### config.mk
export PLATFORM = sky130hd
export DESIGN_NAME = r3d_back
export DESIGN_NICKNAME = d
export VERILOG_FILES = /design/src/hdl/r3d_pkg.sv /design/src/hdl/r3d_back.sv
export SDC_FILE = /design/constraint.sdc
export NUM_CORES = 1
export LEC_CHECK = 0
export BUFFER_PORTS_ARGS = -buffer_cell sky130_fd_sc_hd__buf_2
export CELL_PAD_IN_SITES_DETAIL_PLACEMENT = 1
export CELL_PAD_IN_SITES_GLOBAL_PLACEMENT = 2
export CORE_ASPECT_RATIO = 0.7
export CORE_MARGIN = 2
export CORE_UTILIZATION = 35
export DETAILED_ROUTE_END_ITERATION = 10
export PLACE_DENSITY_LB_ADDON = 0.1
export SETUP_SLACK_MARGIN = 0.02
export SYNTH_ARGS = -nofsm -noshare
export SYNTH_HDL_FRONTEND = slang
export SYNTH_SLANG_ARGS = --single-unit
### constraint.sdc
create_clock -name clk -period 11.84 [get_ports clk]
set_input_delay 0 -clock clk [delete_from_list [all_inputs] [get_ports clk]]
set_output_delay 0 -clock clk [all_outputs]
set_load 0.01 [all_outputs]
### src/hdl/r3d_pkg.sv
// Shared types and constants for the disparity-to-3D reprojection block.
// Used by every module under hdl/; depends on nothing.
package r3d_pkg;

	// Field widths
	localparam int CFG_W     = 32;            // Q16.16 matrix terms
	localparam int DISP_W    = 16;            // Q12.4 disparity
	localparam int PIX_W     = 12;            // column / row index
	localparam int OUT_W     = 48;            // Q32.16 point coordinates
	localparam int FRAC_W    = 16;            // fraction bits of Q16.16 / Q32.16
	localparam int DISP_FRAC = 4;             // fraction bits of the disparity

	// Internal widths
	localparam int W_W       = 48;            // signed weight, 20 fraction bits
	localparam int N_W       = 34;            // signed numerator, Q.16
	localparam int AN_W      = 33;            // numerator magnitude
	localparam int SCALE_SH  = 21;            // 2^20 scale plus the doubling for rounding
	localparam int NN_W      = AN_W + SCALE_SH; // rounded dividend 2*|N|*2^20 + |W|
	localparam int DVS_W     = W_W + 1;       // divisor 2*|W|
	localparam int Q_W       = OUT_W;         // quotient bits resolved by the divider
	localparam int HI_W      = NN_W - Q_W;    // dividend bits above the quotient range
	localparam int DIV_STEPS = Q_W;           // one quotient bit per stage

	localparam int NUM_LANES = 3;
	localparam int LANE_X    = 0;
	localparam int LANE_Y    = 1;
	localparam int LANE_Z    = 2;

	localparam int MAX_SIDE_DEF = 4096;

	// 1.0 in Q16.16
	localparam logic [CFG_W-1:0] ONE_Q16 = 32'h0001_0000;

	localparam logic [OUT_W-1:0] OUT_MAX = {1'b0, {(OUT_W-1){1'b1}}};
	localparam logic [OUT_W-1:0] OUT_MIN = {1'b1, {(OUT_W-1){1'b0}}};

	// Configuration register map
	localparam int CFG_IDX_W = 3;
	typedef enum logic [CFG_IDX_W-1:0] {
		CFG_X_OFFSET    = 3'd0,
		CFG_Y_OFFSET    = 3'd1,
		CFG_FOCAL_TERM  = 3'd2,
		CFG_DISP_SCALE  = 3'd3,
		CFG_DISP_OFFSET = 3'd4
	} cfg_idx_t;

	typedef struct packed {
		logic signed [CFG_W-1:0] x_offset;
		logic signed [CFG_W-1:0] y_offset;
		logic signed [CFG_W-1:0] focal_term;
		logic signed [CFG_W-1:0] disp_scale;
		logic signed [CFG_W-1:0] disp_offset;
	} cfg_t;

	// Channel payloads
	typedef struct packed {
		logic signed [DISP_W-1:0] disparity;
		logic [PIX_W-1:0]         col;
		logic [PIX_W-1:0]         row;
	} pixel_t;

	typedef struct packed {
		logic signed [OUT_W-1:0] point_x;
		logic signed [OUT_W-1:0] point_y;
		logic signed [OUT_W-1:0] point_z;
		logic                    invalid;
	} point_t;

	// Divider pipeline payload: one lane per coordinate, shared divisor
	typedef struct packed {
		logic [DVS_W-1:0] rem;   // partial remainder
		logic [Q_W-1:0]   nq;    // dividend bits out at the top, quotient bits in at the bottom
		logic             neg;   // result sign
		logic             ovf;   // quotient at or above 2^Q_W
	} lane_t;

	typedef struct packed {
		logic                        bad;  // zero weight or coordinate outside the image
		logic [DVS_W-1:0]            dvs;
		lane_t [NUM_LANES-1:0]       lane;
	} div_t;

endpackage

### src/hdl/r3d_back.sv
// Sign, saturation, zero-weight and out-of-range handling, plus the two-entry output
// buffer that decouples the pipeline from the receiver. Depends on r3d_pkg.
module r3d_back (
	input  logic            clk,
	input  logic            arst_n,
	input  logic            vld_in,
	input  r3d_pkg::div_t   din,
	output logic            adv,
	output logic            point_valid,
	input  logic            point_ready,
	output r3d_pkg::point_t point
);
	import r3d_pkg::*;

	localparam int QDEPTH = 2;
	localparam int CNT_W  = $clog2(QDEPTH + 1);
	localparam int PTR_W  = $clog2(QDEPTH);

	logic [NUM_LANES-1:0]            sat_c;
	logic [NUM_LANES-1:0][OUT_W-1:0] val_c;
	point_t                          res_c;

	point_t             buf_q [QDEPTH];
	logic [CNT_W-1:0]   cnt_q;
	logic [PTR_W-1:0]   wr_ptr_q;
	logic [PTR_W-1:0]   rd_ptr_q;
	logic               push;
	logic               pop;

	// magnitude 2^47 is still representable when the result is negative
	always_comb begin
		for (int i = 0; i < NUM_LANES; i++) begin
			if (din.lane[i].neg) begin
				sat_c[i] = din.lane[i].ovf
					|| (din.lane[i].nq[Q_W-1] && (din.lane[i].nq[Q_W-2:0] != '0));
				val_c[i] = sat_c[i] ? OUT_MIN : (~din.lane[i].nq + 1'b1);
			end else begin
				sat_c[i] = din.lane[i].ovf || din.lane[i].nq[Q_W-1];
				val_c[i] = sat_c[i] ? OUT_MAX : din.lane[i].nq;
			end
		end
	end

	always_comb begin
		if (din.bad) begin
			res_c.point_x = '0;
			res_c.point_y = '0;
			res_c.point_z = '0;
			res_c.invalid = 1'b1;
		end else begin
			res_c.point_x = val_c[LANE_X];
			res_c.point_y = val_c[LANE_Y];
			res_c.point_z = val_c[LANE_Z];
			res_c.invalid = |sat_c;
		end
	end

	// pipeline moves only while the buffer has a free slot
	assign adv         = (cnt_q != CNT_W'(QDEPTH));
	assign push        = adv && vld_in;
	assign point_valid = (cnt_q != '0);
	assign pop         = point_valid && point_ready;
	assign point       = buf_q[rd_ptr_q];

	always_ff @(posedge clk or negedge arst_n) begin
		if (!arst_n) begin
			cnt_q    <= '0;
			wr_ptr_q <= '0;
			rd_ptr_q <= '0;
		end else begin
			if (push) begin
				wr_ptr_q <= wr_ptr_q + 1'b1;
			end
			if (pop) begin
				rd_ptr_q <= rd_ptr_q + 1'b1;
			end
			case ({push, pop})
				2'b10:   cnt_q <= cnt_q + 1'b1;
				2'b01:   cnt_q <= cnt_q - 1'b1;
				default: cnt_q <= cnt_q;
			endcase
		end
	end

	always_ff @(posedge clk) begin
		if (push) begin
			buf_q[wr_ptr_q] <= res_c;
		end
	end

endmodule

==> parameters.txt <==
Parameter                              Value

Status
  Result of the run    finished, final reports clean

Floorplan
  Core region area    45100 um2
  Die boundary width    259 um
  Number of ports placed on the die boundary    498
  Effective utilization at floorplan    0.354
  Std-Cell Rows    65
  Height of the die    183 um
  Die area    47300 um2

Final layout
  Most frequent cells in the layout    sky130_fd_sc_hd__buf_2 (301), sky130_fd_sc_hd__edfxtp_1 (290), sky130_fd_sc_hd__mux2_2 (151)
  Ratio of cells with drive above 1 in the final layout    0.328
  Number of nets in the final layout    2145
  Final Util    0.460
  Number of cells in the finished layout apart from fillers    2421
  Most common cell after layout, fill and taps aside    sky130_fd_sc_hd__buf_2
  Area overhead of the layout relative to synthesis    29.8%
  Post-layout instance area    20700 um2

STA
  Max transition margin    0.137
  Slew at the pin closest to its max-slew limit    1280 ps
  Setup Total Neg Slack    0 ps
  Final worst clock skew    8.94 ps
  Final min period    3790 ps
  Slew Viols, Final    0
  Highest achievable clock rate    264 MHz
  Final period utilization    0.320
  Setup violation total in the final timing report    0
  Worst setup slack after layout    8050 ps
  Hold Vio Cnt, Final    0
  RSZ-0062 raised after global routing    false

Flow run
  Max_cap viols    0

Setup path
  Arrival time at the worst endpoint    3930 ps
  Crit start category    flip-flop
  CP Class    reg -> reg
  Maximum net fanout on the critical path    63
  Data required time of the worst path    11990 ps
  Crit end category    flip-flop

Pwr
  Leakage power figure    7.41 nW
  Worst ir drop on vdd    0.141 mV
  Cell area power density    186 nW/um2

CTS
  Max Buffers Root-to-Sink    3
  Maximum level of the CTS H-tree    2
  Worst-skew pair later-pin latency    520 ps
  Root cell of the clock tree    sky130_fd_sc_hd__clkbuf_16
  Clock-pin slew of the registers on the worst-case setup and hold paths    60 ps
  TritonCTS clock tree    built
  Number of buffers inserted during clock tree synthesis    35
  Number of clock sinks    294

Routing
  Post-detailed-route DRC marker count    0
  Final wirelength    55400 um
  Number of vias after detailed routing    13600
  DRT antenna net count    0
  Iteration-0 DRC count of the detailed router    892
  Detail-routed net length per standard cell    22.9 um
  First-pass detailed-route iteration total    5
  Via density per instance    5.61

Placed design
  Post-Place Setup Slack    7970 ps
  Cell Area, Placed    18100 um2
  Cell count after placement    2210
  Buffers on Ports    301
  DP HPWL    37600 um
  Gp weighted congestion    0.837

Synthesis
  Library cell occupying the most area in the post-synthesis netlist    sky130_fd_sc_hd__edfxtp_1
  Share of the synthesized area in the top cell type    0.546
  Synth Net Count    1722
  Average footprint of a synthesized cell    11.7 um2
  Gate Count Post-Synth    1367
  Async set-reset flop share out of synthesis    0.0136
  Top cells by area in the synthesized netlist    sky130_fd_sc_hd__edfxtp_1 (55%), sky130_fd_sc_hd__mux2_2 (11%), sky130_fd_sc_hd__nor2_1 (2.9%)
  Synthesis Warnings    0
  Main flop type after synthesis    sky130_fd_sc_hd__edfxtp_1
  Cell area after synthesis    16000 um2
  Post-synth EDFFs    290
  Sequential share of the synthesized area    0.552
  Count of distinct cell types in the synthesized netlist    67
  Synthesis-stage register bit count    294

Global route
  Pin count of the biggest net entering global routing    72
  Vias in the first global route    13700
  Total overflow reported by the global router    0
  Number of antenna violations at the first check in global routing    3
  Global-route wire length before repair    83800 um
  Total GRT Usage    0.229

Worst hold path
  Worst hold path type    in -> reg
[worst paths after layout]
kind                       cells past startpoint      from  slack (ps)      endpoint
setup / recovery                               5  cnt_q[0]        8050  buf_q[0][91]
hold reg to reg                                1  cnt_q[1]         510      cnt_q[1]
hold / removal                                 3  din[140]          30  buf_q[1][88]
max in group asynchronous                      3    arst_n       11280      rd_ptr_q
setup reg to reg                               5  cnt_q[0]        8050  buf_q[0][91]
min in group asynchronous                      3    arst_n         370      cnt_q[1]
[power by group]
part	switching, W	internal [W]
logic	0.000736	0.000508
registers	0.0000777	0.00145
clock network	0.000442	0.000638
[per-layer routing]
layer	GRT usage	vias to the layer above	routed length [um]
li1	-	6323	-
met1	0.336	6840	26400
met2	0.338	359	24000
met3	0.0593	66	3790
met4	0.0529	2	1130
met5	0	-	13
[what timing repair did]
action	in CTS	in global routing
buffers inserted	0	0
hold buffers	146	0
hold endpoints to repair	285	0
setup endpoints to repair	0	0
resized for setup	0	0
[area by class of cell]
type,instances,area (um2)
multi-input combinational,938,6650
tap,603,754
sequential,294,8810
clock inverter,22,200
clock buffer,41,941
inverter,45,169
timing repair buffer,476,3190
antenna,2,5.00
fill,4902,24300
[kinds of logic (layout without fill, tap and decap cells)]
family,after synthesis,after routing,synth area share
AND/OR/NAND/NOR,443,443,0.148
AO/OA/AOI/OAI,330,330,0.151
flip-flops,294,294,0.552
multiplexers,155,155,0.109
buffers and inverters,135,584,0.0340
XOR/XNOR,6,6,0.00329
adder cells (fa/ha/maj),4,4,0.00314
other,0,2,0
[cell usage after synthesis, drive strengths merged (7+ instances only)]
master    n
a211oi   64
a21oi    89
a311oi   51
a31o     13
a31oi    11
buf      11
clkbuf   79
edfxtp  290
inv      43
mux2    151
nand2    57
nand3    41
nand4    35
nand4b    7
nor2    123
nor3     54
nor4     41
o21ai    27
o22ai    28
o31ai     8
or3      21
or4      20
[through the flow]
stage | total power, W | hold slack (ps)
floorplan | 0.00226 | -296
global placement | 0.00274 | -188
detailed placement | 0.00277 | -187
CTS | 0.00390 | 11.3
global route | 0.00404 | 47.5
finish | 0.00385 | 33.6
[flip-flops by register name (all words and copies together), names as in the netlist]
name	flops
buf_q	290
wr_ptr_q	1
cnt_q	2
rd_ptr_q	1
[worst max-delay path, cell delays in order, from the launching register on]
cell,delay (ps)
sky130_fd_sc_hd__dfrtp_1,410
sky130_fd_sc_hd__nand2b_1,200
sky130_fd_sc_hd__nand2_1,160
sky130_fd_sc_hd__nor2_4,900
sky130_fd_sc_hd__buf_4,900
sky130_fd_sc_hd__buf_4,710
No activity file was read; power rests on OpenSTA's default activity.
