===== config.mk =====
export PLATFORM = sky130hd
export DESIGN_NAME = r3d_div_step
export DESIGN_NICKNAME = d
export VERILOG_FILES = /design/src/hdl/r3d_pkg.sv /design/src/hdl/r3d_div_step.sv
export SDC_FILE = /design/constraint.sdc
export NUM_CORES = 1
export LEC_CHECK = 0
export BUFFER_PORTS_ARGS = -buffer_cell sky130_fd_sc_hd__clkbuf_2
export CORE_AREA = 2 2 306 277
export DETAILED_ROUTE_END_ITERATION = 12
export DIE_AREA = 0 0 308 279
export PLACE_DENSITY = 0.46
export SYNTH_ARGS = -nofsm -noshare
export SYNTH_HDL_FRONTEND = slang
export SYNTH_SLANG_ARGS = --single-unit

===== constraint.sdc =====
create_clock -name clk -period 0.8 [get_ports clk]
set_input_delay 0.2 -clock clk [delete_from_list [all_inputs] [get_ports clk]]
set_output_delay 0.2 -clock clk [all_outputs]
set_load 0.005 [all_outputs]

===== src/hdl/r3d_pkg.sv =====
// Shared types and constants for the disparity-to-3D reprojection block.
// Used by every module under hdl/; depends on nothing.
package r3d_pkg;

	// Field widths
	localparam int CFG_W     = 32;            // Q16.16 matrix terms
	localparam int DISP_W    = 16;            // Q12.4 disparity
	localparam int PIX_W     = 12;            // column / row index
	localparam int OUT_W     = 48;            // Q32.16 point coordinates
	localparam int FRAC_W    = 16;            // fraction bits of Q16.16 / Q32.16
	localparam int DISP_FRAC = 4;             // fraction bits of the disparity

	// Internal widths
	localparam int W_W       = 48;            // signed weight, 20 fraction bits
	localparam int N_W       = 34;            // signed numerator, Q.16
	localparam int AN_W      = 33;            // numerator magnitude
	localparam int SCALE_SH  = 21;            // 2^20 scale plus the doubling for rounding
	localparam int NN_W      = AN_W + SCALE_SH; // rounded dividend 2*|N|*2^20 + |W|
	localparam int DVS_W     = W_W + 1;       // divisor 2*|W|
	localparam int Q_W       = OUT_W;         // quotient bits resolved by the divider
	localparam int HI_W      = NN_W - Q_W;    // dividend bits above the quotient range
	localparam int DIV_STEPS = Q_W;           // one quotient bit per stage

	localparam int NUM_LANES = 3;
	localparam int LANE_X    = 0;
	localparam int LANE_Y    = 1;
	localparam int LANE_Z    = 2;

	localparam int MAX_SIDE_DEF = 4096;

	// 1.0 in Q16.16
	localparam logic [CFG_W-1:0] ONE_Q16 = 32'h0001_0000;

	localparam logic [OUT_W-1:0] OUT_MAX = {1'b0, {(OUT_W-1){1'b1}}};
	localparam logic [OUT_W-1:0] OUT_MIN = {1'b1, {(OUT_W-1){1'b0}}};

	// Configuration register map
	localparam int CFG_IDX_W = 3;
	typedef enum logic [CFG_IDX_W-1:0] {
		CFG_X_OFFSET    = 3'd0,
		CFG_Y_OFFSET    = 3'd1,
		CFG_FOCAL_TERM  = 3'd2,
		CFG_DISP_SCALE  = 3'd3,
		CFG_DISP_OFFSET = 3'd4
	} cfg_idx_t;

	typedef struct packed {
		logic signed [CFG_W-1:0] x_offset;
		logic signed [CFG_W-1:0] y_offset;
		logic signed [CFG_W-1:0] focal_term;
		logic signed [CFG_W-1:0] disp_scale;
		logic signed [CFG_W-1:0] disp_offset;
	} cfg_t;

	// Channel payloads
	typedef struct packed {
		logic signed [DISP_W-1:0] disparity;
		logic [PIX_W-1:0]         col;
		logic [PIX_W-1:0]         row;
	} pixel_t;

	typedef struct packed {
		logic signed [OUT_W-1:0] point_x;
		logic signed [OUT_W-1:0] point_y;
		logic signed [OUT_W-1:0] point_z;
		logic                    invalid;
	} point_t;

	// Divider pipeline payload: one lane per coordinate, shared divisor
	typedef struct packed {
		logic [DVS_W-1:0] rem;   // partial remainder
		logic [Q_W-1:0]   nq;    // dividend bits out at the top, quotient bits in at the bottom
		logic             neg;   // result sign
		logic             ovf;   // quotient at or above 2^Q_W
	} lane_t;

	typedef struct packed {
		logic                        bad;  // zero weight or coordinate outside the image
		logic [DVS_W-1:0]            dvs;
		lane_t [NUM_LANES-1:0]       lane;
	} div_t;

endpackage


===== src/hdl/r3d_div_step.sv =====
// One restoring-division stage: resolves one quotient bit in each of the
// three coordinate lanes against the shared divisor. Depends on r3d_pkg.
module r3d_div_step (
	input  logic          clk,
	input  logic          arst_n,
	input  logic          adv,
	input  logic          vld_in,
	input  r3d_pkg::div_t din,
	output logic          vld,
	output r3d_pkg::div_t dout
);
	import r3d_pkg::*;

	logic [NUM_LANES-1:0][DVS_W:0]   trial_c;
	logic [NUM_LANES-1:0][DVS_W-1:0] diff_c;
	logic [NUM_LANES-1:0]            ge_c;
	div_t                            nxt_c;
	logic                            vld_s1;
	div_t                            div_s1;

	// difference is below the divisor whenever it is kept, so its low bits suffice
	always_comb begin
		nxt_c = din;
		for (int i = 0; i < NUM_LANES; i++) begin
			trial_c[i] = {din.lane[i].rem, din.lane[i].nq[Q_W-1]};
			diff_c[i]  = trial_c[i][DVS_W-1:0] - din.dvs;
			ge_c[i]    = trial_c[i] >= {1'b0, din.dvs};
			nxt_c.lane[i].rem = ge_c[i] ? diff_c[i] : trial_c[i][DVS_W-1:0];
			nxt_c.lane[i].nq  = {din.lane[i].nq[Q_W-2:0], ge_c[i]};
		end
	end

	always_ff @(posedge clk or negedge arst_n) begin
		if (!arst_n) begin
			vld_s1 <= 1'b0;
		end else if (adv) begin
			vld_s1 <= vld_in;
		end
	end

	always_ff @(posedge clk) begin
		if (adv) begin
			div_s1 <= nxt_c;
		end
	end

	assign vld  = vld_s1;
	assign dout = div_s1;

endmodule


==> results of run 1 <==
[timing repair]
| item | CTS | global route |
|---|---|---|
| hold buffers | 278 | 1 |
| endpoints found under the setup margin | 498 | 498 |
| gates cloned | 18 | 5 |
| setup buffers | 42 | 24 |
| endpoints found under the hold margin | 280 | 1 |
| gates resized for setup | 355 | 283 |
| pin swaps | 85 | 66 |
[metal layers]
metal  up-vias  wire, um  global-route usage (%)
li1      10700         -                       -
met1     10700     41200                    26.7
met2       669     50900                    40.0
met3       147      5730                    4.63
met4        12      3650                    8.72
met5         -       107                       0
[per-stage QoR]
step	cells	setup TNS (ns)	setup slack, ns	util [%]	hold slack, ns
3_3_place_gp	4338	-467.18	-2.78	37.5	-0.0234
6_report	4773	-455.36	-2.12	46.5	0.0111
3_5_place_dp	4338	-472.97	-2.82	37.5	-0.0151
5_1_grt	4771	-483.78	-2.18	46.5	0.00709
2_1_floorplan	1913	-306.39	-2.28	-	-0.0956
4_1_cts	4743	-475.61	-2.07	45.1	-0.00613
[cell usage after synthesis, drive strengths merged, types with 7 or more instances]
master | number | area share, %
edfxtp | 347 | 51
o31ai | 13 | 0.50
nor2 | 129 | 2.4
nor2b | 16 | 0.49
or3 | 9 | 0.27
inv | 88 | 1.6
xnor2 | 78 | 3.3
and3 | 19 | 0.58
clkbuf | 36 | 0.66
a211oi | 14 | 0.54
o21bai | 27 | 0.99
mux2 | 15 | 0.84
nand3 | 36 | 0.88
or2 | 8 | 0.24
a31oi | 17 | 0.55
o211ai | 13 | 0.50
nand2 | 171 | 3.1
a21oi | 238 | 5.9
nor3 | 23 | 0.56
o21a | 19 | 0.69
a21o | 89 | 3.3
a41oi | 7 | 0.30
ha | 147 | 9.0
o21ai | 132 | 3.2
a21boi | 10 | 0.37
nand4 | 31 | 0.94
nand2b | 20 | 0.65
and2 | 17 | 0.52
xor2 | 48 | 2.0
buf | 24 | 0.73
[where the power goes]
| part | internal, W | switching [W] |
|---|---|---|
| sequential | 0.0227 | 0.000777 |
| clock | 0.0120 | 0.00850 |
| combinational | 0.0120 | 0.0112 |
[final cells by class]
class                      instances  area share [%]
antenna                           12          0.0782
clock buffer                      55            3.03
clock inverter                    22           0.726
inverter                          88            1.01
multi-input combinational       1417            29.8
sequential                       348            27.2
tap                             1071            3.49
timing repair buffer            1760            34.7
[state kept, by name, summed over array words and instances, names as in the netlist]
signal	flops
dout	347
vld	1
[worst paths after layout]
check,startpoint,end,slack (ns),cells after the start
worst min register to register,vld,vld,0.53,1
max in group asynchronous,arst_n,vld,0.22,3
worst max register to register,vld,vld,0.05,1
worst min-delay path,din[156],dout[157],0.01,4
min in group asynchronous,arst_n,vld,0.48,3
worst max-delay path,din[148],dout[190],-2.12,17
[cell families after synthesis]
family | Yosys count | share of synthesized area [%]
buffers and inverters | 148 | 3.00
adders and majority gates | 150 | 9.25
AOI/OAI and AO/OA | 629 | 19.3
xor gates and xnor gates | 126 | 5.37
muxes | 17 | 0.938
DFF | 348 | 50.9
and+or+nand+nor | 495 | 11.3
==> flow_metrics.env, run 1 <==
export IMPL_syn_area_per_cell_um2=10.7
export IMPL_root_buffer="clkbuf_16"
export IMPL_final_area_um2=38400
export IMPL_routed_wl_mm=102
export IMPL_routed_via_density=4.65
export IMPL_p_leak_nw=17.3
export IMPL_drc=0
export IMPL_synth_seq_area_share_pct=50.9
export IMPL_maxSlewViolCount=0
export IMPL_cpMostUsedCell="buf_12"
export IMPL_grt_max_degree=43
export IMPL_placed_cell_area_um2=30900
export IMPL_dpl_hpwl_mm=79.8
export IMPL_drive_gt1_share_pct=52.1
export IMPL_cp_top_family="compound AO/OA/AOI/OAI gates"
export IMPL_async_reset_ff_share_pct=0.287
export IMPL_coreArea_um2=82600
export IMPL_end_kind="flip-flop"
export IMPL_numCtsBuffers=44
export IMPL_insertion_delay_ns=0.58
export IMPL_arrival_ns=3.26
export IMPL_clock_skew_ns=0
export IMPL_crit_path_start_kind="input port"
export IMPL_slew_headroom_pct=66.2
export IMPL_grt_pass1_vias=23400
export IMPL_path_max_fanout=4
export IMPL_antenna_found_initial=22
export IMPL_path_class="input port to flip-flop"
export IMPL_die_height_um=279
export IMPL_cts_buffer_depth=3
export IMPL_worst_pin_slew_ns=0.495
export IMPL_grt_setup_unrepaired="yes"
export IMPL_syn_to_final_growth_pct=87.0
export IMPL_multi_input_area_um2=11400
export IMPL_grtUsageTotal_pct=22.6
export IMPL_slowest_delay_ns=0.38
export IMPL_synthesis_area_um2=20500
export IMPL_wl_per_cell_um=21.3
export IMPL_die_area_um2=85900
export IMPL_syn_inst=1913
export IMPL_drtIter0Drc=1462
export IMPL_fin_ws_ns=-2.12
export IMPL_rows=100
export IMPL_hold_class="input port to flip-flop"
export IMPL_ff_latch_area_um2=10400
export IMPL_n_fill_cell=7740
export IMPL_gp_congestion=0.883
export IMPL_synth_seq_cells=348
export IMPL_vias=22200
export IMPL_tritoncts="built"
export IMPL_firstDrtPassIters=5
export IMPL_hold_violations=0
export IMPL_period_share_pct=365
export IMPL_start_util_pct=24.9
export IMPL_clkTransAtPathRegs_ns=0.06
export IMPL_power_per_cell_area_nw_per_um2=1750
export IMPL_synth_edf_count=347
export IMPL_syn_nets=2414
export IMPL_synth_cell_types=86
export IMPL_fin_crit_ns=2.92
export IMPL_drv_cap=0
export IMPL_grt_pass1_wl_mm=145
export IMPL_fin_nets=4160
export IMPL_layout_commonest_cell="buf_4"
export IMPL_status="finished, violations left"
export IMPL_worstPathCellList="clkbuf_16 -> inv_12 -> ha_4 -> inv_2 -> fa_2 -> a211o_1 -> a21oi_2 -> a211oi_2 -> o2111ai_2 -> o211ai_4 -> a2111o_1 -> a21o_1 -> a31oi_4 -> buf_12 -> buf_12 -> inv_6 -> mux2_4"
export IMPL_io_buffers=698
export IMPL_setup_viol=498
export IMPL_peakVddDrop_v=0.00132
export IMPL_die_w_um=308
export IMPL_cpMaxStageDelayCell="a2111o_1"
export IMPL_final_cell_mix="685 x buf_4, 674 x clkbuf_2, 347 x edfxtp_1"
export IMPL_final_antenna_net_count=0
export IMPL_ios=699
export IMPL_critPathBufInv=6
export IMPL_power_w=0.0671
export IMPL_synth_ff_type="edfxtp_1"
export IMPL_yosysWarnings=0
export IMPL_overflow=0
export IMPL_clock_sinks=348
export IMPL_worstPathRequired_ns=1.14
export IMPL_fmax_mhz=343
export IMPL_cts_htree_levels=2
export IMPL_violations="negative setup slack"
Power figures use the tool's default switching activity.
==> run 2: changes to the inputs <==
- MAX_ROUTING_LAYER: unset -> met4
==> run 2 against run 1 <==
The flow still finishes with violations (negative setup slack). Sequential power is essentially flat. First-iteration DRC count decreased by 8.1%. Critical path type unchanged. Highest routed layer is now met4. Utilization fell by 0.43 points. Global-route usage increased by 0.62 points. Via count shrank 0.17%. Clock skew unchanged. Non-clock buffer count up 6. Total power shrank 0.53%. Sequential share of layout area up 0.25 points. Die area did not move.
==> flow_metrics.env, run 2 (synthesized netlist as in run 1, its figures left out) <==
export IMPL_grtUsageTotal_pct=23.2
export IMPL_routed_wl_mm=101
export IMPL_drv_cap=0
export IMPL_maxSlewViolCount=0
export IMPL_arrival_ns=3.32
export IMPL_path_max_fanout=8
export IMPL_io_buffers=698
export IMPL_die_height_um=279
export IMPL_end_kind="flip-flop"
export IMPL_numCtsBuffers=44
export IMPL_power_frac_clock_pct=31.3
export IMPL_syn_to_final_growth_pct=85.3
export IMPL_dp_cells=4340
export IMPL_firstDrtPassIters=5
export IMPL_final_area_um2=38100
export IMPL_utilization_pct=46.1
export IMPL_fin_nets=4166
export IMPL_grt_setup_unrepaired="yes"
export IMPL_die_area_um2=85900
export IMPL_fin_crit_ns=2.96
export IMPL_fmax_mhz=338
export IMPL_p_leak_nw=17.1
export IMPL_layout_commonest_cell="buf_4"
export IMPL_grt_pass1_wl_mm=144
export IMPL_routed_via_density=4.63
export IMPL_combPwrFrac_pct=33.5
export IMPL_multi_input_area_um2=11200
export IMPL_overflow=0
export IMPL_worst_pin_slew_ns=0.515
export IMPL_drive_gt1_share_pct=50.8
export IMPL_rrSetupSlack_ns=0.05
export IMPL_tritoncts="built"
export IMPL_antenna_found_initial=24
export IMPL_vias=22200
export IMPL_start_util_pct=24.9
export IMPL_violations="negative setup slack"
export IMPL_cts_htree_levels=2
export IMPL_slowest_delay_ns=0.44
export IMPL_fin_ws_ns=-2.16
export IMPL_crit_path_start_kind="input port"
export IMPL_finalSetupTns_ns=-458.42
export IMPL_clkTransAtPathRegs_ns=0.06
export IMPL_final_cell_mix="700 x buf_4, 669 x clkbuf_2, 347 x edfxtp_1"
export IMPL_p_switching_w=0.0202
export IMPL_rows=100
export IMPL_cts_buffer_depth=3
export IMPL_cpMaxStageDelayCell="a2111o_1"
export IMPL_placed_cell_area_um2=31000
export IMPL_root_buffer="clkbuf_16"
export IMPL_cpMostUsedCell="inv_2"
export IMPL_slew_headroom_pct=65.3
export IMPL_hold_class="input port to flip-flop"
export IMPL_final_antenna_net_count=0
export IMPL_path_class="input port to flip-flop"
export IMPL_largest_reg_flops=347
export IMPL_status="finished, violations left"
export IMPL_n_fill_cell=7736
export IMPL_die_w_um=308
export IMPL_insertion_delay_ns=0.58
export IMPL_fin_cells=4793
export IMPL_switching_share_pct=30.3
export IMPL_ios=699
export IMPL_grt_pass1_vias=23000
export IMPL_clock_sinks=348
export IMPL_wl_per_cell_um=21.2
export IMPL_clock_skew_ns=0
export IMPL_power_internal_w=0.0466
export IMPL_gp_congestion=0.904
export IMPL_grt_max_degree=22
export IMPL_cp_top_family="compound AO/OA/AOI/OAI gates"
export IMPL_dpl_hpwl_mm=80.3
export IMPL_seqPwrFrac_pct=35.1
export IMPL_hold_violations=0
export IMPL_coreArea_um2=82600
export IMPL_setup_viol=498
export IMPL_peakVddDrop_v=0.00140
export IMPL_period_share_pct=370
export IMPL_drtIter0Drc=1344
export IMPL_drc=0
export IMPL_critPathBufInv=5
export IMPL_worstPathRequired_ns=1.16
export IMPL_worstPathCellList="clkbuf_16 -> inv_12 -> ha_4 -> inv_2 -> fa_2 -> a211o_1 -> a21oi_2 -> a211oi_2 -> o2111ai_2 -> o211ai_4 -> a2111o_1 -> a21o_1 -> a31oi_4 -> buf_12 -> inv_2 -> mux2_4"
export IMPL_ff_latch_area_um2=10400
export IMPL_power_per_cell_area_nw_per_um2=1760
-- run 2: changes by cell type in the layout (fill, tap and decap cells not counted), sizes merged --
cell / previous run / this run
bufinv: 5 / 6
diode: 12 / 23
clkinv: 13 / 14
clkbuf: 738 / 727
clkinvlp: 3 / 9
dlygate4sd3: 279 / 287
buf: 798 / 804
inv: 89 / 87
-- run 2: path summary, 6_finish.rpt --
check	start	endpoint	cells after the start
worst max register to register	vld	vld	1
worst min register to register	vld	vld	1
min in group asynchronous	arst_n	vld	3
worst max-delay path	din[148]	dout[190]	16
worst min-delay path	din[266]	dout[267]	3
max in group asynchronous	arst_n	vld	3
-- run 2: cell type report --
cell class / count / share of cell area (%)
sequential: 348 / 27.4
clock inverter: 28 / 0.888
inverter: 88 / 1.03
timing repair buffer: 1766 / 34.5
antenna: 23 / 0.151
tap: 1071 / 3.52
clock buffer: 52 / 3.03
multi-input combinational: 1417 / 29.5
-- run 2: power groups by stage --
stage                     combinational [W]  clock [W]  sequential [W]
after CTS                            0.0215     0.0215          0.0234
final                                0.0224     0.0209          0.0235
after global routing                 0.0241     0.0221          0.0236
after global placement               0.0185          0          0.0238
after detailed placement             0.0185          0          0.0238
after floorplan                     0.00741          0          0.0238
-- run 2: through the flow --
step                      setup slack, ns  hold slack, ns  total power (W)
after floorplan                     -2.28         -0.0956           0.0312
after global placement              -2.77         -0.0230           0.0423
after detailed placement            -2.84         -0.0236           0.0423
after CTS                           -2.14         -0.0145           0.0664
after global routing                -2.24         0.00380           0.0698
final                               -2.16          0.0168           0.0668
-- run 2: routing by layer --
metal | global-route usage (%) | wire (um) | up-vias
met3 | 4.35 | 4950 | 114
met4 | 7.32 | 2930 | 0
met1 | 26.9 | 42000 | 10800
met5 | - | 0 | -
li1 | - | - | 10700
met2 | 40.5 | 51500 | 574
-- run 2: what timing repair did --
item,CTS,global route
setup buffers,46,28
hold endpoints to repair,287,1
pin swaps,60,73
resized for setup,267,272
cloned,12,2
hold buffers,286,1
endpoints found under the setup margin,498,498
-- run 2: tightest hold or removal path, delay by kind of cell --
kind / cells / cell delay (ns)
buf+inv: 1 / 0.13
compound gates: 1 / 0.10
simple gates: 1 / 0.05
